### src/hdl/pct_pkg.sv
`timescale 1ns / 1ps

package pct_pkg;

   // Fixed field widths
   localparam int DATA_WIDTH      = 32;
   localparam int REFRESH_WIDTH   = 24;
   localparam int PPR_WIDTH       = 8;
   localparam int CSR_INDEX_WIDTH = 2;
   localparam int CSR_DATA_WIDTH  = 32;
   localparam int DIV_COUNT_WIDTH = $clog2(DATA_WIDTH);

   // Default width of the period counter
   localparam int PERIOD_WIDTH_DEFAULT = 24;

   // Register indexes
   localparam logic [CSR_INDEX_WIDTH-1:0] CSR_REFRESH_PERIOD = 2'd0;
   localparam logic [CSR_INDEX_WIDTH-1:0] CSR_RATE_NUMERATOR = 2'd1;
   localparam logic [CSR_INDEX_WIDTH-1:0] CSR_PULSES_PER_REV = 2'd2;

   // Register reset values
   localparam logic [REFRESH_WIDTH-1:0] REFRESH_PERIOD_RESET = 24'd2990500;
   localparam logic [DATA_WIDTH-1:0]    RATE_NUMERATOR_RESET = 32'd180000000;
   localparam logic [PPR_WIDTH-1:0]     PULSES_PER_REV_RESET = 8'd1;

   // Divider operand select
   typedef enum logic {
      DIV_SEL_RATE = 1'b0,   // rate_numerator / pulses_per_rev
      DIV_SEL_RPM  = 1'b1    // first quotient / captured period
   } div_sel_type;

   // Controller -> datapath
   typedef struct packed {
      logic        tick;        // input transfer this cycle
      logic        div_start;
      div_sel_type div_sel;
      logic        load_out;    // load the result register
      logic        too_slow;    // kind of result being loaded
   } pct_cmd_type;

   // Datapath -> controller
   typedef struct packed {
      logic refresh_fire;  // this tick ends a refresh period
      logic report_rpm;    // a capture is held at that refresh
      logic div_done;      // divider holds a finished quotient
      logic out_free;      // result register can take a new result
   } pct_sts_type;

endpackage

### src/hdl/pct_ctrl.sv
`timescale 1ns / 1ps

module pct_ctrl (
   input  logic               clock,
   input  logic               reset,
   input  logic               req_valid,
   output logic               req_ready,
   input  pct_pkg::pct_sts_type sts,
   output pct_pkg::pct_cmd_type cmd
);
   import pct_pkg::*;

   typedef enum logic [2:0] {
      ST_IDLE,
      ST_DIV_RATE,
      ST_DIV_RPM,
      ST_REPORT_RPM,
      ST_REPORT_SLOW
   } state_type;

   state_type state_ff;
   state_type state_in;

   always_comb begin
      state_in      = state_ff;
      req_ready     = 1'b0;
      cmd.tick      = 1'b0;
      cmd.div_start = 1'b0;
      cmd.div_sel   = DIV_SEL_RATE;
      cmd.load_out  = 1'b0;
      cmd.too_slow  = 1'b0;
      case (state_ff)
         ST_IDLE: begin
            req_ready = 1'b1;
            if (req_valid) begin
               cmd.tick = 1'b1;
               if (sts.refresh_fire) begin
                  if (sts.report_rpm) begin
                     cmd.div_start = 1'b1;
                     cmd.div_sel   = DIV_SEL_RATE;
                     state_in      = ST_DIV_RATE;
                  end else begin
                     state_in = ST_REPORT_SLOW;
                  end
               end
            end
         end
         ST_DIV_RATE: begin
            if (sts.div_done) begin
               cmd.div_start = 1'b1;
               cmd.div_sel   = DIV_SEL_RPM;
               state_in      = ST_DIV_RPM;
            end
         end
         ST_DIV_RPM: begin
            if (sts.div_done) begin
               state_in = ST_REPORT_RPM;
            end
         end
         ST_REPORT_RPM: begin
            if (sts.out_free) begin
               cmd.load_out = 1'b1;
               state_in     = ST_IDLE;
            end
         end
         ST_REPORT_SLOW: begin
            if (sts.out_free) begin
               cmd.load_out = 1'b1;
               cmd.too_slow = 1'b1;
               state_in     = ST_IDLE;
            end
         end
         default: begin
            state_in = ST_IDLE;
         end
      endcase
   end

   always_ff @(posedge clock) begin
      if (reset) begin
         state_ff <= ST_IDLE;
      end else begin
         state_ff <= state_in;
      end
   end

   // A quotient only finishes while a division is in flight.
   a_done_in_div: assert property (@(posedge clock) disable iff (reset)
      $rose(sts.div_done) |-> (state_ff == ST_DIV_RATE || state_ff == ST_DIV_RPM))
      else $error("divider finished outside a division state");

endmodule

### src/hdl/pct_dp.sv
`timescale 1ns / 1ps

module pct_dp #(
   parameter int PERIOD_WIDTH = pct_pkg::PERIOD_WIDTH_DEFAULT
) (
   input  logic                                clock,
   input  logic                                reset,
   input  logic                                csr_valid,
   input  logic [pct_pkg::CSR_INDEX_WIDTH-1:0] csr_index,
   input  logic [pct_pkg::CSR_DATA_WIDTH-1:0]  csr_data,
   input  logic                                req_sensor_edge,
   output logic                                rsp_valid,
   input  logic                                rsp_ready,
   output logic [pct_pkg::DATA_WIDTH-1:0]      rsp_speed_rpm,
   output logic                                rsp_too_slow,
   input  pct_pkg::pct_cmd_type                cmd,
   output pct_pkg::pct_sts_type                sts
);
   import pct_pkg::*;

   // Config registers
   logic [REFRESH_WIDTH-1:0] refresh_period_ff;
   logic [DATA_WIDTH-1:0]    rate_numerator_ff;
   logic [PPR_WIDTH-1:0]     pulses_per_rev_ff;

   // Measurement state
   logic                     first_edge_seen_ff, first_edge_seen_in;
   logic                     capture_done_ff, capture_done_in;
   logic [PERIOD_WIDTH-1:0]  period_counter_ff, period_counter_in;
   logic [PERIOD_WIDTH-1:0]  captured_period_ff, captured_period_in;
   logic [REFRESH_WIDTH-1:0] refresh_counter_ff, refresh_counter_in;

   // Divider
   logic                       div_busy_ff;
   logic                       div_done_ff;
   logic [DIV_COUNT_WIDTH-1:0] div_count_ff;
   logic [DATA_WIDTH-1:0]      div_quo_ff, div_quo_in;
   logic [DATA_WIDTH-1:0]      div_rem_ff, div_rem_in;
   logic [DATA_WIDTH-1:0]      div_divisor_ff;
   logic [DATA_WIDTH:0]        div_shift;
   logic [DATA_WIDTH+1:0]      div_diff;

   // Result register
   logic                  rsp_valid_ff;
   logic [DATA_WIDTH-1:0] rsp_speed_rpm_ff;
   logic                  rsp_too_slow_ff;

   logic                    done_mid;
   logic [PERIOD_WIDTH-1:0] period_inc;
   logic [REFRESH_WIDTH-1:0] refresh_next;
   logic                    fire;

   // Per-tick update: count, handle the edge, then advance refresh
   always_comb begin
      period_inc = period_counter_ff;
      if (first_edge_seen_ff && !capture_done_ff && (period_counter_ff != '1)) begin
         period_inc = period_counter_ff + 1'b1;
      end

      first_edge_seen_in = first_edge_seen_ff;
      period_counter_in  = period_inc;
      captured_period_in = captured_period_ff;
      done_mid           = capture_done_ff;
      if (req_sensor_edge && !capture_done_ff) begin
         if (!first_edge_seen_ff) begin
            first_edge_seen_in = 1'b1;
            period_counter_in  = '0;
         end else begin
            captured_period_in = period_inc;
            first_edge_seen_in = 1'b0;
            done_mid           = 1'b1;
         end
      end

      refresh_next       = refresh_counter_ff + 1'b1;
      fire               = (refresh_next == refresh_period_ff);
      refresh_counter_in = fire ? '0 : refresh_next;
      capture_done_in    = fire ? 1'b0 : done_mid;
   end

   assign sts.refresh_fire = fire;
   assign sts.report_rpm   = done_mid;
   assign sts.div_done     = div_done_ff;
   assign sts.out_free     = !rsp_valid_ff || rsp_ready;

   // Restoring division step, one quotient bit per cycle
   always_comb begin
      div_shift = {div_rem_ff, div_quo_ff[DATA_WIDTH-1]};
      div_diff  = {1'b0, div_shift} - {2'b00, div_divisor_ff};
      if (!div_diff[DATA_WIDTH+1]) begin
         div_rem_in = div_diff[DATA_WIDTH-1:0];
         div_quo_in = {div_quo_ff[DATA_WIDTH-2:0], 1'b1};
      end else begin
         div_rem_in = div_shift[DATA_WIDTH-1:0];
         div_quo_in = {div_quo_ff[DATA_WIDTH-2:0], 1'b0};
      end
   end

   always_ff @(posedge clock) begin
      if (reset) begin
         refresh_period_ff  <= REFRESH_PERIOD_RESET;
         rate_numerator_ff  <= RATE_NUMERATOR_RESET;
         pulses_per_rev_ff  <= PULSES_PER_REV_RESET;
         first_edge_seen_ff <= 1'b0;
         capture_done_ff    <= 1'b0;
         period_counter_ff  <= '0;
         captured_period_ff <= '0;
         refresh_counter_ff <= '0;
         div_busy_ff        <= 1'b0;
         div_done_ff        <= 1'b0;
         div_count_ff       <= '0;
         rsp_valid_ff       <= 1'b0;
      end else begin
         if (csr_valid) begin
            case (csr_index)
               CSR_REFRESH_PERIOD: refresh_period_ff <= csr_data[REFRESH_WIDTH-1:0];
               CSR_RATE_NUMERATOR: rate_numerator_ff <= csr_data[DATA_WIDTH-1:0];
               CSR_PULSES_PER_REV: pulses_per_rev_ff <= csr_data[PPR_WIDTH-1:0];
               default: ;
            endcase
         end

         if (cmd.tick) begin
            first_edge_seen_ff <= first_edge_seen_in;
            capture_done_ff    <= capture_done_in;
            period_counter_ff  <= period_counter_in;
            captured_period_ff <= captured_period_in;
            refresh_counter_ff <= refresh_counter_in;
         end

         if (cmd.div_start) begin
            div_busy_ff  <= 1'b1;
            div_done_ff  <= 1'b0;
            div_count_ff <= '0;
         end else if (div_busy_ff) begin
            div_count_ff <= div_count_ff + 1'b1;
            if (div_count_ff == DIV_COUNT_WIDTH'(DATA_WIDTH - 1)) begin
               div_busy_ff <= 1'b0;
               div_done_ff <= 1'b1;
            end
         end

         if (cmd.load_out) begin
            rsp_valid_ff <= 1'b1;
         end else if (rsp_ready) begin
            rsp_valid_ff <= 1'b0;
         end
      end
   end

   // Divider payload
   always_ff @(posedge clock) begin
      if (cmd.div_start) begin
         div_rem_ff <= '0;
         if (cmd.div_sel == DIV_SEL_RATE) begin
            div_quo_ff     <= rate_numerator_ff;
            div_divisor_ff <= DATA_WIDTH'(pulses_per_rev_ff);
         end else begin
            div_quo_ff     <= div_quo_ff;
            div_divisor_ff <= DATA_WIDTH'(captured_period_ff);
         end
      end else if (div_busy_ff) begin
         div_rem_ff <= div_rem_in;
         div_quo_ff <= div_quo_in;
      end
   end

   // Result payload
   always_ff @(posedge clock) begin
      if (cmd.load_out) begin
         rsp_speed_rpm_ff <= cmd.too_slow ? '0 : div_quo_ff;
         rsp_too_slow_ff  <= cmd.too_slow;
      end
   end

   assign rsp_valid     = rsp_valid_ff;
   assign rsp_speed_rpm = rsp_speed_rpm_ff;
   assign rsp_too_slow  = rsp_too_slow_ff;

   a_div_state: assert property (@(posedge clock) disable iff (reset)
      !(div_busy_ff && div_done_ff))
      else $error("divider busy and done together");

   a_load_free: assert property (@(posedge clock) disable iff (reset)
      cmd.load_out |-> (!rsp_valid_ff || rsp_ready))
      else $error("result register overwritten");

   a_period_nonzero: assert property (@(posedge clock) disable iff (reset)
      capture_done_ff |-> (captured_period_ff != '0))
      else $error("held capture has zero period");

endmodule

### src/hdl/period_capture_tachometer_unit.sv
`timescale 1ns / 1ps

// Channel  Handshake               Payload
// req      req_valid / req_ready   req_sensor_edge (one timer tick)
// rsp      rsp_valid / rsp_ready   rsp_speed_rpm[31:0], rsp_too_slow
// csr      csr_valid / csr_ready   csr_index[1:0], csr_data[31:0]
//
// Ordinary ticks transfer back to back.
// A refresh tick with a held capture is accepted, then the shared one-bit-per-cycle
// divider runs numerator/pulses; once it is seen done it restarts on quotient/period,
// and once that is seen done the result is loaded.
// A refresh tick without a capture goes straight to loading a too-slow result.
// The result register drains independently; a stalled rsp side holds the block
// only when a new report is ready to load. Reset is synchronous, active high.

module period_capture_tachometer_unit #(
   parameter int PERIOD_WIDTH = pct_pkg::PERIOD_WIDTH_DEFAULT
) (
   input  logic                                clock,
   input  logic                                reset,
   // tick input
   input  logic                                req_valid,
   output logic                                req_ready,
   input  logic                                req_sensor_edge,
   // speed report
   output logic                                rsp_valid,
   input  logic                                rsp_ready,
   output logic [pct_pkg::DATA_WIDTH-1:0]      rsp_speed_rpm,
   output logic                                rsp_too_slow,
   // register writes
   input  logic                                csr_valid,
   output logic                                csr_ready,
   input  logic [pct_pkg::CSR_INDEX_WIDTH-1:0] csr_index,
   input  logic [pct_pkg::CSR_DATA_WIDTH-1:0]  csr_data
);
   import pct_pkg::*;

   pct_cmd_type cmd;
   pct_sts_type sts;

   // Register writes are always accepted; indexes past the last are dropped.
   assign csr_ready = 1'b1;

   // Sequencer: tick acceptance, divider passes, result load
   pct_ctrl u_ctrl (
      .clock     (clock),
      .reset     (reset),
      .req_valid (req_valid),
      .req_ready (req_ready),
      .sts       (sts),
      .cmd       (cmd)
   );

   // Counters, capture, config registers, divider and result register
   pct_dp #(
      .PERIOD_WIDTH (PERIOD_WIDTH)
   ) u_dp (
      .clock           (clock),
      .reset           (reset),
      .csr_valid       (csr_valid),
      .csr_index       (csr_index),
      .csr_data        (csr_data),
      .req_sensor_edge (req_sensor_edge),
      .rsp_valid       (rsp_valid),
      .rsp_ready       (rsp_ready),
      .rsp_speed_rpm   (rsp_speed_rpm),
      .rsp_too_slow    (rsp_too_slow),
      .cmd             (cmd),
      .sts             (sts)
   );

endmodule
### config.mk
export PLATFORM = sky130hd
export DESIGN_NAME = period_capture_tachometer_unit
export DESIGN_NICKNAME = d
export VERILOG_FILES = /design/src/hdl/pct_pkg.sv /design/src/hdl/pct_ctrl.sv /design/src/hdl/pct_dp.sv /design/src/hdl/period_capture_tachometer_unit.sv
export SDC_FILE = /design/constraint.sdc
export NUM_CORES = 1
export LEC_CHECK = 0
export ABC_AREA = 1
export BUFFER_PORTS_ARGS = -buffer_cell sky130_fd_sc_hd__buf_2
export CAP_MARGIN = 20
export CORE_MARGIN = 2
export CORE_UTILIZATION = 55
export CTS_CLUSTER_DIAMETER = 120
export DETAILED_ROUTE_END_ITERATION = 7
export GPL_TIMING_DRIVEN = 0
export PLACE_DENSITY = 0.85
export SKIP_LAST_GASP = 1
export SLEW_MARGIN = 30
export SYNTH_ARGS = -nofsm -noshare
export SYNTH_HDL_FRONTEND = slang
export SYNTH_SLANG_ARGS = --single-unit
### constraint.sdc
create_clock -name clock -period 4.5 [get_ports clock]
set_clock_uncertainty 0.2 [all_clocks]
set_input_delay 0.45 -clock clock [delete_from_list [all_inputs] [get_ports clock]]
set_output_delay 0.45 -clock clock [all_outputs]
set_load 0.01 [all_outputs]
Word-level counts from Yosys, hierarchy flattened
Cells that the tools add are included.

word-level totals
  bits in registers = 278
  input bits = 40
  output and inout port bits = 36
  logic and storage cells = 95

operators by class
  add/subtract/negate cells = 4
  equality and inequality tests = 15
  muxes and demuxes = 37
  reduce and logical (&&, ||, !) cells = 20

operator list
  operator                 number
  $mux W32                 4
  $mux W24                 4
  $add A24 B1 Y24 const B  2
  $sub A33 B32 Y34         1
  $eq A24 B24 Y1           1
  $ne A24 B24 Y1 const B   1
  $mux W3                  7
  $mux W1                  14
  $pmux W3 S4              1
  $reduce_and A2 Y1        6
  $mux W2                  4
  $mux W8                  1
  $ne A2 B1 Y1 const B     4
  $eq A3 B2 Y1 const B     2
  $add A5 B1 Y5 const B    1
  $eq A5 B5 Y1 const B     1
  $reduce_and A5 Y1        1
  $ne A2 B2 Y1 const B     2
  $pmux W2 S2              1
  $reduce_bool A2 Y1       2
  $reduce_or A2 Y1         2
  $eq A3 B1 Y1 const B     1
  $eq A3 B3 Y1 const B     1
  $logic_and A1 B1 Y1      3
  other kinds (8)          9

Depth between registers and ports, before layout
Gate-level depths: netlist of run 1.

  word-level depth = 9
  gate-level depth with buffers = 19
  depth with buffers taken out = 18

Modules after synthesis
A second synthesis of run 1 with hierarchy kept.

unflattened totals
  cell total of the unflattened synthesis = 1,943
  area, all modules = 14,159.8 µm²

by module, submodules not included
  module                          instances  cells an instance  area each (µm²)  seq. area each (µm²)
  pct_dp                          1          1,895              13,857.0         6,236.0
  pct_ctrl                        1          46                 291.5            60.1
  period_capture_tachometer_unit  1          2                  11.3             0.0

Worst setup path after synthesis of run 1
No wires, ideal clock.

  path kind = register -> register
  from = register u_dp.refresh_counter_ff[0]
  to = register u_dp.div_quo_ff[0] (enable)
  setup time = 0.432 ns
  data arrival time = 3.570 ns
  data required time = 3.868 ns
  setup slack = 0.298 ns
  cell stages (with the launch flop) = 13
  buffers on the path = 1
  period minus slack after synthesis = 4.202 ns
  cell sequence = dfxtp_1 > ha_1 > inv_1 > nor2_1 > nand3_1 > xor3_1 > nand2_1 > nor2_1 > nand3b_4 > nor2_2 > nand3_4 > buf_2 > a21oi_1

between the ends
  longest elaborated chain between the ends = 7
  elaborated cells on any way between the ends = 8
  those cells by class = add/sub: 1; eq/ne: 2; mux: 3; reduce/logical: 2

ends and longest elaborated chain
  item                                                          RTL line        text
  from (decl)                                                   pct_dp.sv:31    logic [REFRESH_WIDTH-1:0] refresh_counter_ff, refresh_counter_in;
  from (signal assigned)                                        pct_dp.sv:128   refresh_counter_ff <= refresh_counter_in;
  $add A24 B1 Y24 *                                             pct_dp.sv:75    refresh_next = refresh_counter_ff + 1'b1;
  $eq A24 B24 Y1 *                                              pct_dp.sv:76    fire = (refresh_next == refresh_period_ff);
  $mux W2 *                                                     pct_ctrl.sv:37  if (sts.refresh_fire) begin
  $mux W3 *                                                     pct_ctrl.sv:35  if (req_valid) begin
  $pmux W2 S2 *                                                 pct_ctrl.sv:32  case (state_ff)
  $ne A2 B2 Y1 (no line) or $reduce_bool A2 Y1 (tied branches)  n/a
  $reduce_and A2 Y1 (no line) *                                 n/a
  to (signal assigned)                                          pct_dp.sv:156   div_quo_ff <= rate_numerator_ff;
  to (signal assigned)                                          pct_dp.sv:159   div_quo_ff <= div_quo_ff;
  to (signal assigned)                                          pct_dp.sv:164   div_quo_ff <= div_quo_in;
  to (decl)                                                     pct_dp.sv:37    logic [DATA_WIDTH-1:0] div_quo_ff, div_quo_in;

Every way passes the cells marked *; elsewhere a longest branch is shown, timed or not.
A chain may end at the register's enable or synchronous reset.

Final worst setup path of run 1
  from = register u_dp.refresh_counter_ff[0]
  to = register u_dp.div_quo_ff[17] (enable)

Same word-level chain as after synthesis.

==> results of run 1 <==
[worst min-delay path: stages]
cell and delay, ns:
sky130_fd_sc_hd__buf_2 0.15, sky130_fd_sc_hd__nor2_1 0.06, sky130_fd_sc_hd__nor2_1 0.09
[cells in the final DEF, fill, tap and decap left out, types with 33 or more instances in the layout]
| cell type | count |
|---|---|
| sky130_fd_sc_hd__nand2_1 | 542 |
| sky130_fd_sc_hd__nor2_1 | 215 |
| sky130_fd_sc_hd__inv_1 | 208 |
| sky130_fd_sc_hd__dfxtp_1 | 181 |
| sky130_fd_sc_hd__nand3_1 | 137 |
| sky130_fd_sc_hd__a21oi_1 | 126 |
| sky130_fd_sc_hd__o21ai_0 | 113 |
| sky130_fd_sc_hd__edfxtp_1 | 89 |
| sky130_fd_sc_hd__buf_2 | 81 |
| sky130_fd_sc_hd__clkbuf_1 | 58 |
| sky130_fd_sc_hd__nand4_1 | 33 |
[per-layer routing]
metal / track usage, % / up-vias
met5: 0 / -
met4: 12.17 / 0
met3: 3.792 / 135
met2: 46.98 / 680
met1: 37.08 / 6163
li1: - / 6510
[stage by stage]
| step | TNS, ns | util (%) | hold WS (ns) | power [uW] | instance area [sq um] |
|---|---|---|---|---|---|
| after global placement | -24.01 | 59.32 | 0.2501 | 3343 | 14980 |
| final | 0 | 64.33 | 0.03366 | 5675 | 16250 |
| after global routing | 0 | 64.33 | 0.03147 | 5855 | 16250 |
| after detailed placement | 0 | 59.58 | 0.2515 | 3353 | 15050 |
| after floorplan | 0 | - | 0.2292 | 3147 | 14200 |
| after CTS | 0 | 64.33 | 0.007924 | 5660 | 16250 |
[registers in the layout (all words and copies together) (netlist names)]
register                 cells
u_dp.refresh_counter_ff     24
u_dp.first_edge_seen_ff      1
u_dp.pulses_per_rev_ff       8
u_dp.rsp_valid               1
u_dp.period_counter_ff      24
u_dp.div_quo_ff             32
u_dp.div_rem_ff             32
u_dp.capture_done_ff         1
u_dp.rate_numerator_ff      32
u_ctrl.state_ff              3
u_dp.captured_period_ff     24
u_dp.div_count_ff            5
u_dp.refresh_period_ff      24
u_dp.div_divisor_ff         24
u_dp.div_done_ff             1
u_dp.rsp_speed_rpm          32
u_dp.div_busy_ff             1
u_dp.rsp_too_slow            1
[cells by family (layout without fill, tap and decap cells)]
kind of cell	Yosys count	after routing
buffers and inverters	293	446
flip-flops	270	270
multiplexers	7	7
adder cells (fa/ha/maj)	30	30
AO/OA/AOI/OAI	278	278
XOR/XNOR	65	65
AND/OR/NAND/NOR	990	990
other	1	1
[what timing repair did]
item                                   CTS  global route
resized for setup                        0             0
hold buffers                            27             0
endpoints found under the hold margin   35             0
buffers inserted                         0             0
[power by group through the flow]
stage	Combinational (uW)	Clock, uW	Sequential, uW
global placement	706	0	2640
global route	846	2420	2590
CTS	740	2330	2590
floorplan	521	0	2630
finish	767	2320	2590
detailed placement	716	0	2640
[worst max-delay path by stage]
| stage | startpoint | to | slack (ns) | depth (start not counted) |
|---|---|---|---|---|
| CTS | u_dp.refresh_counter_ff[0]$_SDFFE_PP0P_ | u_dp.div_quo_ff[20]$_DFFE_PP_ | 0.74 | 15 |
| global route | u_dp.refresh_counter_ff[0]$_SDFFE_PP0P_ | u_dp.div_quo_ff[19]$_DFFE_PP_ | 0.44 | 15 |
| finish | u_dp.refresh_counter_ff[0]$_SDFFE_PP0P_ | u_dp.div_quo_ff[17]$_DFFE_PP_ | 0.65 | 15 |
| global placement | u_dp.refresh_counter_ff[0]$_SDFFE_PP0P_ | u_dp.div_quo_ff[19]$_DFFE_PP_ | -0.75 | 14 |
| detailed placement | u_dp.refresh_counter_ff[0]$_SDFFE_PP0P_ | u_dp.div_quo_ff[19]$_DFFE_PP_ | 0.75 | 15 |
| floorplan | u_dp.refresh_counter_ff[0]$_SDFFE_PP0P_ | u_dp.div_quo_ff[0]$_DFFE_PP_ | 0.30 | 12 |
[cell type report]
type / count / area, sq um
clock inverters: 13 / 146.4
flip-flops and latches: 270 / 6296
well taps: 330 / 412.9
multi-input cells: 1371 / 6741
plain buffers: 76 / 367.9
inverters: 217 / 814.5
fillers: 2037 / 9009
repair buffers: 103 / 683.2
clock buffers: 37 / 783.3
==> results.yml, run 1 <==
sta:
  maxSlewViolCount: 0
  report.final.setup_viol: 0
  tightest_slew_ns: 0.9372
  post-route-min-period_ns: 3.855
  setup_repair_after_global_routing_missed_its_margin: "no"
  timing.max_slew.rel_slack_pct: 37.29
  fmax_ghz: 0.2594
  final_min_period_over_clock_period_pct: 85.66
  fin_ws_ns: 0.6455
  final-hold-violation-count: 0
synthesis:
  synth-edff-count: 89
  most_frequent_cell_after_synthesis: "sky130_fd_sc_hd__nand2_1"
  synth.mux.area_fraction_pct: 0.4935
  synth.ff_latch_count: 270
  synth_cell_types: 49
  synth_simple_gate_area_share_pct: 29.49
  leading_cell_types_by_total_area_after_synthesis: "sky130_fd_sc_hd__dfxtp_1 26%, sky130_fd_sc_hd__edfxtp_1 19%, sky130_fd_sc_hd__nand2_1 14%"
  synth-warning-count: 0
  synth_compound_area_share_pct: 10.35
  synth.yosys.seq_area_share_pct: 44.35
  post-synth-top-area-fraction_pct: 25.52
  synth-adder-area-share_pct: 2.697
  synth_area_leader_cell: "sky130_fd_sc_hd__dfxtp_1"
  mean_syn_cell_area_sq_um: 7.341
  synthXorXnorAreaFrac_pct: 4.274
  mappedNetlistArea_sq_mm: 0.01420
  asyncSetResetFlopFracSynth_pct: 0
  synth_top_family_by_area: "simple AND/OR/NAND/NOR gates"
  synthesis.nets: 2004
  synthesis.instances: 1934
  synth_ff_type: "sky130_fd_sc_hd__dfxtp_1"
  netlist_top_cells_count: "542 x sky130_fd_sc_hd__nand2_1, 215 x sky130_fd_sc_hd__nor2_1, 208 x sky130_fd_sc_hd__inv_1, 181 x sky130_fd_sc_hd__dfxtp_1, 137 x sky130_fd_sc_hd__nand3_1"
clock_network:
  clock_buffer_count_from_cts: 27
  h_tree_depth: 1
  cts_tree: "built"
  clk_root_buffer_cell: "sky130_fd_sc_hd__clkbuf_16"
  clockBufferDepth: 3
  cts.sink_count: 270
  clock_latency_ns: 0.56
  cts.clk_slew.worst_paths_ns: 0.06
finish:
  instances_no_fill: 2417
  drive_gt1_share_pct: 8.337
  n_antenna_cell: 0
  layout.nets: 2136
  area.growth.synth_to_final_pct: 14.43
setup_path:
  slowest_stage: "sky130_fd_sc_hd__dfxtp_1"
  endpoint_kind: "register"
  r2r.worst_path.cells: 15
  cp.arrival_ns: 3.92
  start_kind: "register"
  timing.reg2reg.setup_slack_ns: 0.65
  critPathMaxStageDelay_ns: 0.45
  timing.critical_path.max_delay_family: "simple AND/OR/NAND/NOR gates"
  critPathMaxFanout: 21
  timing.critical_path.cells: "ha_1 > nand3_1 > inv_2 > nand2_1 > o21bai_1 > nand2_1 > nand2_1 > nand2_1 > nor2_1 > nand4_1 > nor2_2 > nand3_4 > buf_2 > a21oi_4 > buf_16"
  crit_path_top_cell_by_count: "sky130_fd_sc_hd__nand2_1"
  reg2reg_from: "u_dp.refresh_counter_ff[0]$_SDFFE_PP0P_"
  cp_required_ns: 4.56
  setup.worst_path.class: "reg2reg"
  r2r-end: "u_dp.div_quo_ff[17]$_DFFE_PP_"
  worstPathBufferInverterCount: 3
die:
  die_width_um: 164.7
  num_io_pins: 76
  core-area_sq_mm: 0.02525
  initial_core_util_pct: 56.22
  fp.dieArea_sq_mm: 0.02711
  die-height_um: 164.7
  row_count: 58
placement:
  post-place-cells: 2340
  placement.io_buffers: 74
  dpl_worst_slack_ns: 0.7470
  dp_hpwl_mm: 27.98
  place.gp.congestion: 0.9997
min_path:
  min_delay_worst_endpoint: "u_dp.pulses_per_rev_ff[6]$_SDFFE_PP0P_"
  worstHoldStart: "csr_data[6]"
  worstHoldPathType: "in2reg"
  hold-path-cell-count: 3
detailed_routing:
  highest-signal-layer: "met4"
  postRouteAntennaNets: 0
  route.layer.met1.wl_mm: 15.79
  route.detailed.drc: 0
  vias: 13490
  drt-vias-per-instance: 5.580
  first_iter_violations: 1483
  wl_met3_mm: 3.251
  routed_wl_mm: 38.43
  routed_wire_length_on_met2_mm: 17.89
  drt_pass1_iterations: 6
  detail_route.wl_per_cell_um: 15.90
grt:
  largest_net_degree_at_the_start_of_global_routing: 34
  track_usage_pct: 28.27
  vias_in_the_first_global_route: 12600
  number_of_antenna_violations_at_the_first_check_in_global_routing: 0
  grt-ovfl-total: 0
  grt_first_pass_wirelength_mm: 61.77
power_and_ir_drop:
  internal_power_uw: 4152
  power_switching_share_pct: 26.84
  vdd_ir_drop_max_mv: 0.3566
  power.density_mw_per_mm2: 349.3
  leakage_uw: 0.007019
  relative_contribution_of_the_clock_network_to_total_power_pct: 40.9
  pwr-share-seq_pct: 45.6
  combPwrFrac_pct: 13.5
  power_switching_uw: 1524
outcome:
  outcome: "finished clean"
run:
  max_cap_viols: 0
(Power assumes the default switching activity.)
==> run 2: changes to the inputs <==
- CORE_MARGIN: 2 -> not set
- GPL_TIMING_DRIVEN: 0 -> not set
==> run 2 against run 1 <==
Clock power decreased by 5%; core utilization decreased by 1.1 points; setup slack improved by 0.21 ns; global-route usage decreased by 1.8 points; clock-buffer cell count decreased by 4; sequential cell count unchanged; cell count decreased by 2.4%; sequential power about the same; register-to-register slack improved by 0.21 ns; critical path depth decreased by 1; largest power group unchanged.
==> results.yml, run 2 (synthesis gave the netlist of run 1 again) <==
outcome:
  outcome: "finished clean"
power_and_ir_drop:
  leakage_uw: 0.006919
  power.density_mw_per_mm2: 345.8
  vdd_ir_drop_max_mv: 0.2553
sta:
  tns_ns: 0
  report.final.setup_viol: 0
  tightest_slew_ns: 0.9463
  final_min_period_over_clock_period_pct: 80.94
  maxSlewViolCount: 0
  setup_repair_after_global_routing_missed_its_margin: "no"
  timing.max_slew.rel_slack_pct: 36.76
  fmax_ghz: 0.2745
  final-hold-violation-count: 0
  post-route-min-period_ns: 3.642
setup_path:
  setup.worst_path.class: "reg2reg"
  cp.arrival_ns: 3.67
  reg2reg_from: "u_dp.refresh_counter_ff[0]$_SDFFE_PP0P_"
  r2r-end: "u_dp.div_divisor_ff[1]$_DFFE_PP_"
  timing.reg2reg.setup_slack_ns: 0.86
  start_kind: "register"
  critPathMaxFanout: 56
  endpoint_kind: "register"
  cp_required_ns: 4.53
  r2r.worst_path.cells: 14
  crit_start: "u_dp.refresh_counter_ff[0]$_SDFFE_PP0P_"
die:
  num_io_pins: 76
  die-height_um: 162.7
  core-area_sq_mm: 0.02525
  die_width_um: 162.7
  row_count: 58
  initial_core_util_pct: 56.22
  fp.dieArea_sq_mm: 0.02646
finish:
  multi_input_comb_area_sq_mm: 0.006744
  mostFrequentLayoutCells: "542 x sky130_fd_sc_hd__nand2_1, 215 x sky130_fd_sc_hd__nor2_1, 207 x sky130_fd_sc_hd__inv_1"
  mostFrequentLayoutCell: "sky130_fd_sc_hd__nand2_1"
  drive_gt1_share_pct: 8.633
  layout.nets: 2076
  n_fill_cell: 2078
  area.growth.synth_to_final_pct: 12.42
  final-seq-area_sq_mm: 0.006296
  fin_area_sq_mm: 0.01596
clock_network:
  cts_tree: "built"
  clock_latency_ns: 0.55
  post_cts.repair.setup_buffers: 0
  h_tree_depth: 1
  clockBufferDepth: 3
  cts.clk_slew.worst_paths_ns: 0.06
  cts.sink_count: 270
  clk_root_buffer_cell: "sky130_fd_sc_hd__clkbuf_16"
  clock_buffer_count_from_cts: 27
detailed_routing:
  postRouteAntennaNets: 0
  drt_pass1_iterations: 5
  routed_wl_mm: 34.54
  vias: 12890
  drt-vias-per-instance: 5.463
  detail_route.wl_per_cell_um: 14.64
  route.detailed.drc: 0
  first_iter_violations: 1402
grt:
  grt_first_pass_wirelength_mm: 57.58
  number_of_antenna_violations_at_the_first_check_in_global_routing: 2
  grt-ovfl-total: 0
  track_usage_pct: 26.45
  vias_in_the_first_global_route: 11950
  largest_net_degree_at_the_start_of_global_routing: 72
min_path:
  min_delay_worst_endpoint: "u_dp.rate_numerator_ff[14]$_SDFFE_PP0P_"
  worstHoldPathType: "in2reg"
  hold-path-cell-count: 3
  worstHoldStart: "csr_data[14]"
placement:
  dp_hpwl_mm: 23.89
  dpl_cell_area_sq_mm: 0.01475
  placement.io_buffers: 74
  place.gp.congestion: 0.9906
run:
  max_cap_viols: 0
## run 2: cell types whose count changed in the layout (fill, tap and decap cells not counted), moves of 3 or more
cell and change:
sky130_fd_sc_hd__buf_1 -6, sky130_fd_sc_hd__buf_2 -7, sky130_fd_sc_hd__buf_4 +11, sky130_fd_sc_hd__buf_6 -3, sky130_fd_sc_hd__clkbuf_1 -54, sky130_fd_sc_hd__clkbuf_8 -5, sky130_fd_sc_hd__inv_6 +5
## run 2: what timing repair did
item,in CTS,in global routing
resized for setup,0,0
hold buffers,29,0
hold endpoints to repair,45,0
## run 2: report_power, final
part	internal [uW]	switching, uW	total, uW
logic	259	470	729
clock network	1220	985	2200
registers	2550	37.6	2590
total	4030	1490	5520
## run 2: area by class of cell
class / instances / share of cell area [%]
timing repair buffer: 119 / 5.096
sequential: 270 / 39.45
clock inverter: 17 / 0.9721
clock buffer: 33 / 4.500
tap: 330 / 2.587
multi-input combinational: 1371 / 42.25
inverter: 217 / 5.111
antenna: 2 / 0.03136
## run 2: worst max-delay path by stage
stage | endpoint | cells after the start
4_1_cts | u_dp.div_divisor_ff[12]$_SDFFCE_PN0P_ | 14
6_report | u_dp.div_divisor_ff[1]$_DFFE_PP_ | 14
5_1_grt | u_dp.div_divisor_ff[18]$_SDFFCE_PN0P_ | 14
2_1_floorplan | u_dp.div_quo_ff[0]$_DFFE_PP_ | 12
3_3_place_gp | u_dp.div_divisor_ff[22]$_SDFFCE_PN0P_ | 14
3_5_place_dp | u_dp.div_divisor_ff[23]$_SDFFCE_PN0P_ | 14
## run 2: layer usage
layer | track usage, % | part of all wire, % | vias up
met5 | 0 | 0 | -
met1 | 36.88 | 44 | 5871
met3 | 3.412 | 7.1 | 90
met2 | 41.72 | 46 | 512
li1 | - | - | 6415
met4 | 10.37 | 2.7 | 0
## run 2: worst max-delay path: stages, from the launching register on
cell	delay (ns)
sky130_fd_sc_hd__dfxtp_1	0.44
sky130_fd_sc_hd__ha_1	0.25
sky130_fd_sc_hd__nand3_1	0.17
sky130_fd_sc_hd__inv_2	0.14
sky130_fd_sc_hd__nand2_1	0.08
sky130_fd_sc_hd__o21bai_1	0.22
sky130_fd_sc_hd__nand2_1	0.07
sky130_fd_sc_hd__nand2_1	0.06
sky130_fd_sc_hd__nand2_1	0.05
sky130_fd_sc_hd__nor2_1	0.13
sky130_fd_sc_hd__nand4_1	0.11
sky130_fd_sc_hd__nor2_2	0.19
sky130_fd_sc_hd__nand3_4	0.38
sky130_fd_sc_hd__nand2_4	0.45
sky130_fd_sc_hd__buf_12	0.29
## run 2: stage by stage
step	total power [uW]	hold WS (ns)	setup slack, ns	util, %	instances
after CTS	5526	0.008749	0.9254	63.02	2355
after global placement	3310	0.2454	1.029	58.41	2276
after detailed placement	3324	0.2572	0.9487	58.41	2276
final	5519	0.03217	0.8576	63.20	2359
after floorplan	3147	0.2292	0.2977	-	1934
after global routing	5742	0.01435	0.5318	63.20	2359
==> run 3: changes to the inputs <==
- clock period: 4.5 -> 3.2 ns (I/O delays scaled with it)
==> run 3 against run 2 <==
Non-clock buffer count rose by 22; register-to-register slack got worse by 0.68 ns; total power up 47%; first-iteration DRC count shrank 10%; sequential power rose by 41%; die area is the same; combinational power rose by 44%; critical endpoint is now u_dp.div_quo_ff[13]$_DFFE_PP_; largest cell class unchanged; highest routed layer unchanged.
==> results.yml, run 3 (synthesis gave the netlist of run 1 again) <==
sta:
  fmax_ghz: 0.3307
  report.final.setup_viol: 0
  maxSlewViolCount: 0
  tns_ns: 0
  final-hold-violation-count: 0
  hold-worst-slack_ns: 0.01895
  post-route-min-period_ns: 3.024
  setup_repair_after_global_routing_missed_its_margin: "no"
  final_min_period_over_clock_period_pct: 94.49
  timing.max_slew.rel_slack_pct: 33.27
  tightest_slew_ns: 0.9998
setup_path:
  cp.arrival_ns: 3.10
  start_kind: "register"
  critPathMaxFanout: 16
  cp_required_ns: 3.28
  setup.worst_path.class: "reg2reg"
  endpoint_kind: "register"
detailed_routing:
  vias: 13140
  first_iter_violations: 1256
  route.detailed.drc: 0
  postRouteAntennaNets: 0
  drt_pass1_iterations: 6
  drt-vias-per-instance: 5.517
  detail_route.wl_per_cell_um: 15.27
  routed_wl_mm: 36.36
run:
  max_cap_viols: 0
grt:
  grt-ovfl-total: 0
  number_of_antenna_violations_at_the_first_check_in_global_routing: 0
  grt_first_pass_wirelength_mm: 58.14
  vias_in_the_first_global_route: 11820
  largest_net_degree_at_the_start_of_global_routing: 51
  track_usage_pct: 26.90
die:
  num_io_pins: 76
  fp.dieArea_sq_mm: 0.02646
  die-height_um: 162.7
  initial_core_util_pct: 56.22
  row_count: 58
  die_width_um: 162.7
  core-area_sq_mm: 0.02525
outcome:
  outcome: "finished clean"
placement:
  place.gp.congestion: 0.9578
  placement.io_buffers: 74
  post-place-cells: 2293
  dp_hpwl_mm: 24.51
power_and_ir_drop:
  power_switching_share_pct: 26.13
  vdd_ir_drop_max_mv: 0.4795
  pwr-share-seq_pct: 45.0
  leakage_uw: 0.007106
  power_switching_uw: 2117
  combPwrFrac_pct: 13.0
  relative_contribution_of_the_clock_network_to_total_power_pct: 42.1
  internal_power_uw: 5985
  power.density_mw_per_mm2: 495.5
clock_network:
  clk_root_buffer_cell: "sky130_fd_sc_hd__clkbuf_16"
  clock_latency_ns: 0.57
  clockBufferDepth: 3
  clock_buffer_count_from_cts: 28
  cts_tree: "built"
  cts.clk_slew.worst_paths_ns: 0.06
  cts.sink_count: 270
  h_tree_depth: 1
finish:
  mostFrequentLayoutCell: "sky130_fd_sc_hd__nand2_1"
  n_antenna_cell: 0
  drive_gt1_share_pct: 9.654
  layout.nets: 2099
  instances_no_fill: 2381
  mostFrequentLayoutCells: "542 x sky130_fd_sc_hd__nand2_1, 215 x sky130_fd_sc_hd__nor2_1, 207 x sky130_fd_sc_hd__inv_1"
  area.growth.synth_to_final_pct: 15.17
min_path:
  worstHoldPathType: "in2reg"
run 3: cell types whose count changed in the layout (fill, tap and decap cells not counted), moves of 3 or more:
cell                            change
sky130_fd_sc_hd__buf_12             +4
sky130_fd_sc_hd__bufinv_16          +3
sky130_fd_sc_hd__dlygate4sd3_1      +3
sky130_fd_sc_hd__clkinv_1           +3
sky130_fd_sc_hd__clkinv_2           -3
sky130_fd_sc_hd__inv_6              -5
sky130_fd_sc_hd__buf_4             +14
run 3: stage by stage:
stage	power (uW)	setup slack [ns]	instance area (sq um)	utilization (%)
finish	8102	0.1763	16350	64.74
detailed placement	4692	0.1813	14940	59.14
global placement	4677	0.2674	14940	59.14
global route	8405	0.02169	16350	64.74
floorplan	4425	0.02709	14210	-
CTS	8092	0.1450	16240	64.31
run 3: final timing paths:
kind,start,end,slack [ns],depth (start not counted)
min reg2reg,u_dp.div_rem_ff[31]$_SDFFE_PP0P_,u_dp.div_rem_ff[31]$_SDFFE_PP0P_,0.27,2
max,u_dp.refresh_counter_ff[2]$_SDFFE_PP0P_,u_dp.div_quo_ff[13]$_DFFE_PP_,0.18,12
max reg2reg,u_dp.refresh_counter_ff[2]$_SDFFE_PP0P_,u_dp.div_quo_ff[13]$_DFFE_PP_,0.18,12
min,req_sensor_edge,u_dp.first_edge_seen_ff$_SDFFE_PP0P_,0.02,5
run 3: cell type report:
class	instances	area (sq um)
clock inverters	18	231.5
flip-flops and latches	270	6297
clock buffers	34	753.2
inverters	217	814.5
well taps	330	412.9
multi-input cells	1371	6784
repair buffers	141	1057
fillers	1990	8904
run 3: worst max-delay path, stage by stage (launching register included):
cell,delay (ns)
sky130_fd_sc_hd__dfxtp_1,0.48
sky130_fd_sc_hd__nand2_1,0.18
sky130_fd_sc_hd__nor2_4,0.19
sky130_fd_sc_hd__nand2_1,0.16
sky130_fd_sc_hd__nor2_2,0.24
sky130_fd_sc_hd__nand3_1,0.13
sky130_fd_sc_hd__nand3_1,0.10
sky130_fd_sc_hd__nand2_1,0.07
sky130_fd_sc_hd__nand3b_4,0.16
sky130_fd_sc_hd__nor2_4,0.16
sky130_fd_sc_hd__nand3_4,0.16
sky130_fd_sc_hd__a21oi_4,0.28
sky130_fd_sc_hd__clkbuf_16,0.23
run 3: timing repair:
item | 4_1_cts | 5_1_grt
endpoints found under the hold margin | 63 | 0
resized for setup | 0 | 9
setup endpoints to repair | 0 | 107
hold buffers | 32 | 0
setup buffers | 0 | 2
run 3: layer usage:
layer	GRT usage, %	wire length, um	vias to the layer above
li1	-	-	6449
met1	36.60	15670	6010
met2	43.84	16710	575
met3	3.972	2789	102
met4	8.963	1185	0
met5	0	0	-
run 3: power by group through the flow:
stage               Sequential [uW]  Clock, uW  Combinational (uW)
CTS                            3640       3430                1020
global route                   3650       3590                1170
floorplan                      3690          0                 733
finish                         3640       3410                1050
global placement               3710          0                 968
detailed placement             3710          0                 982
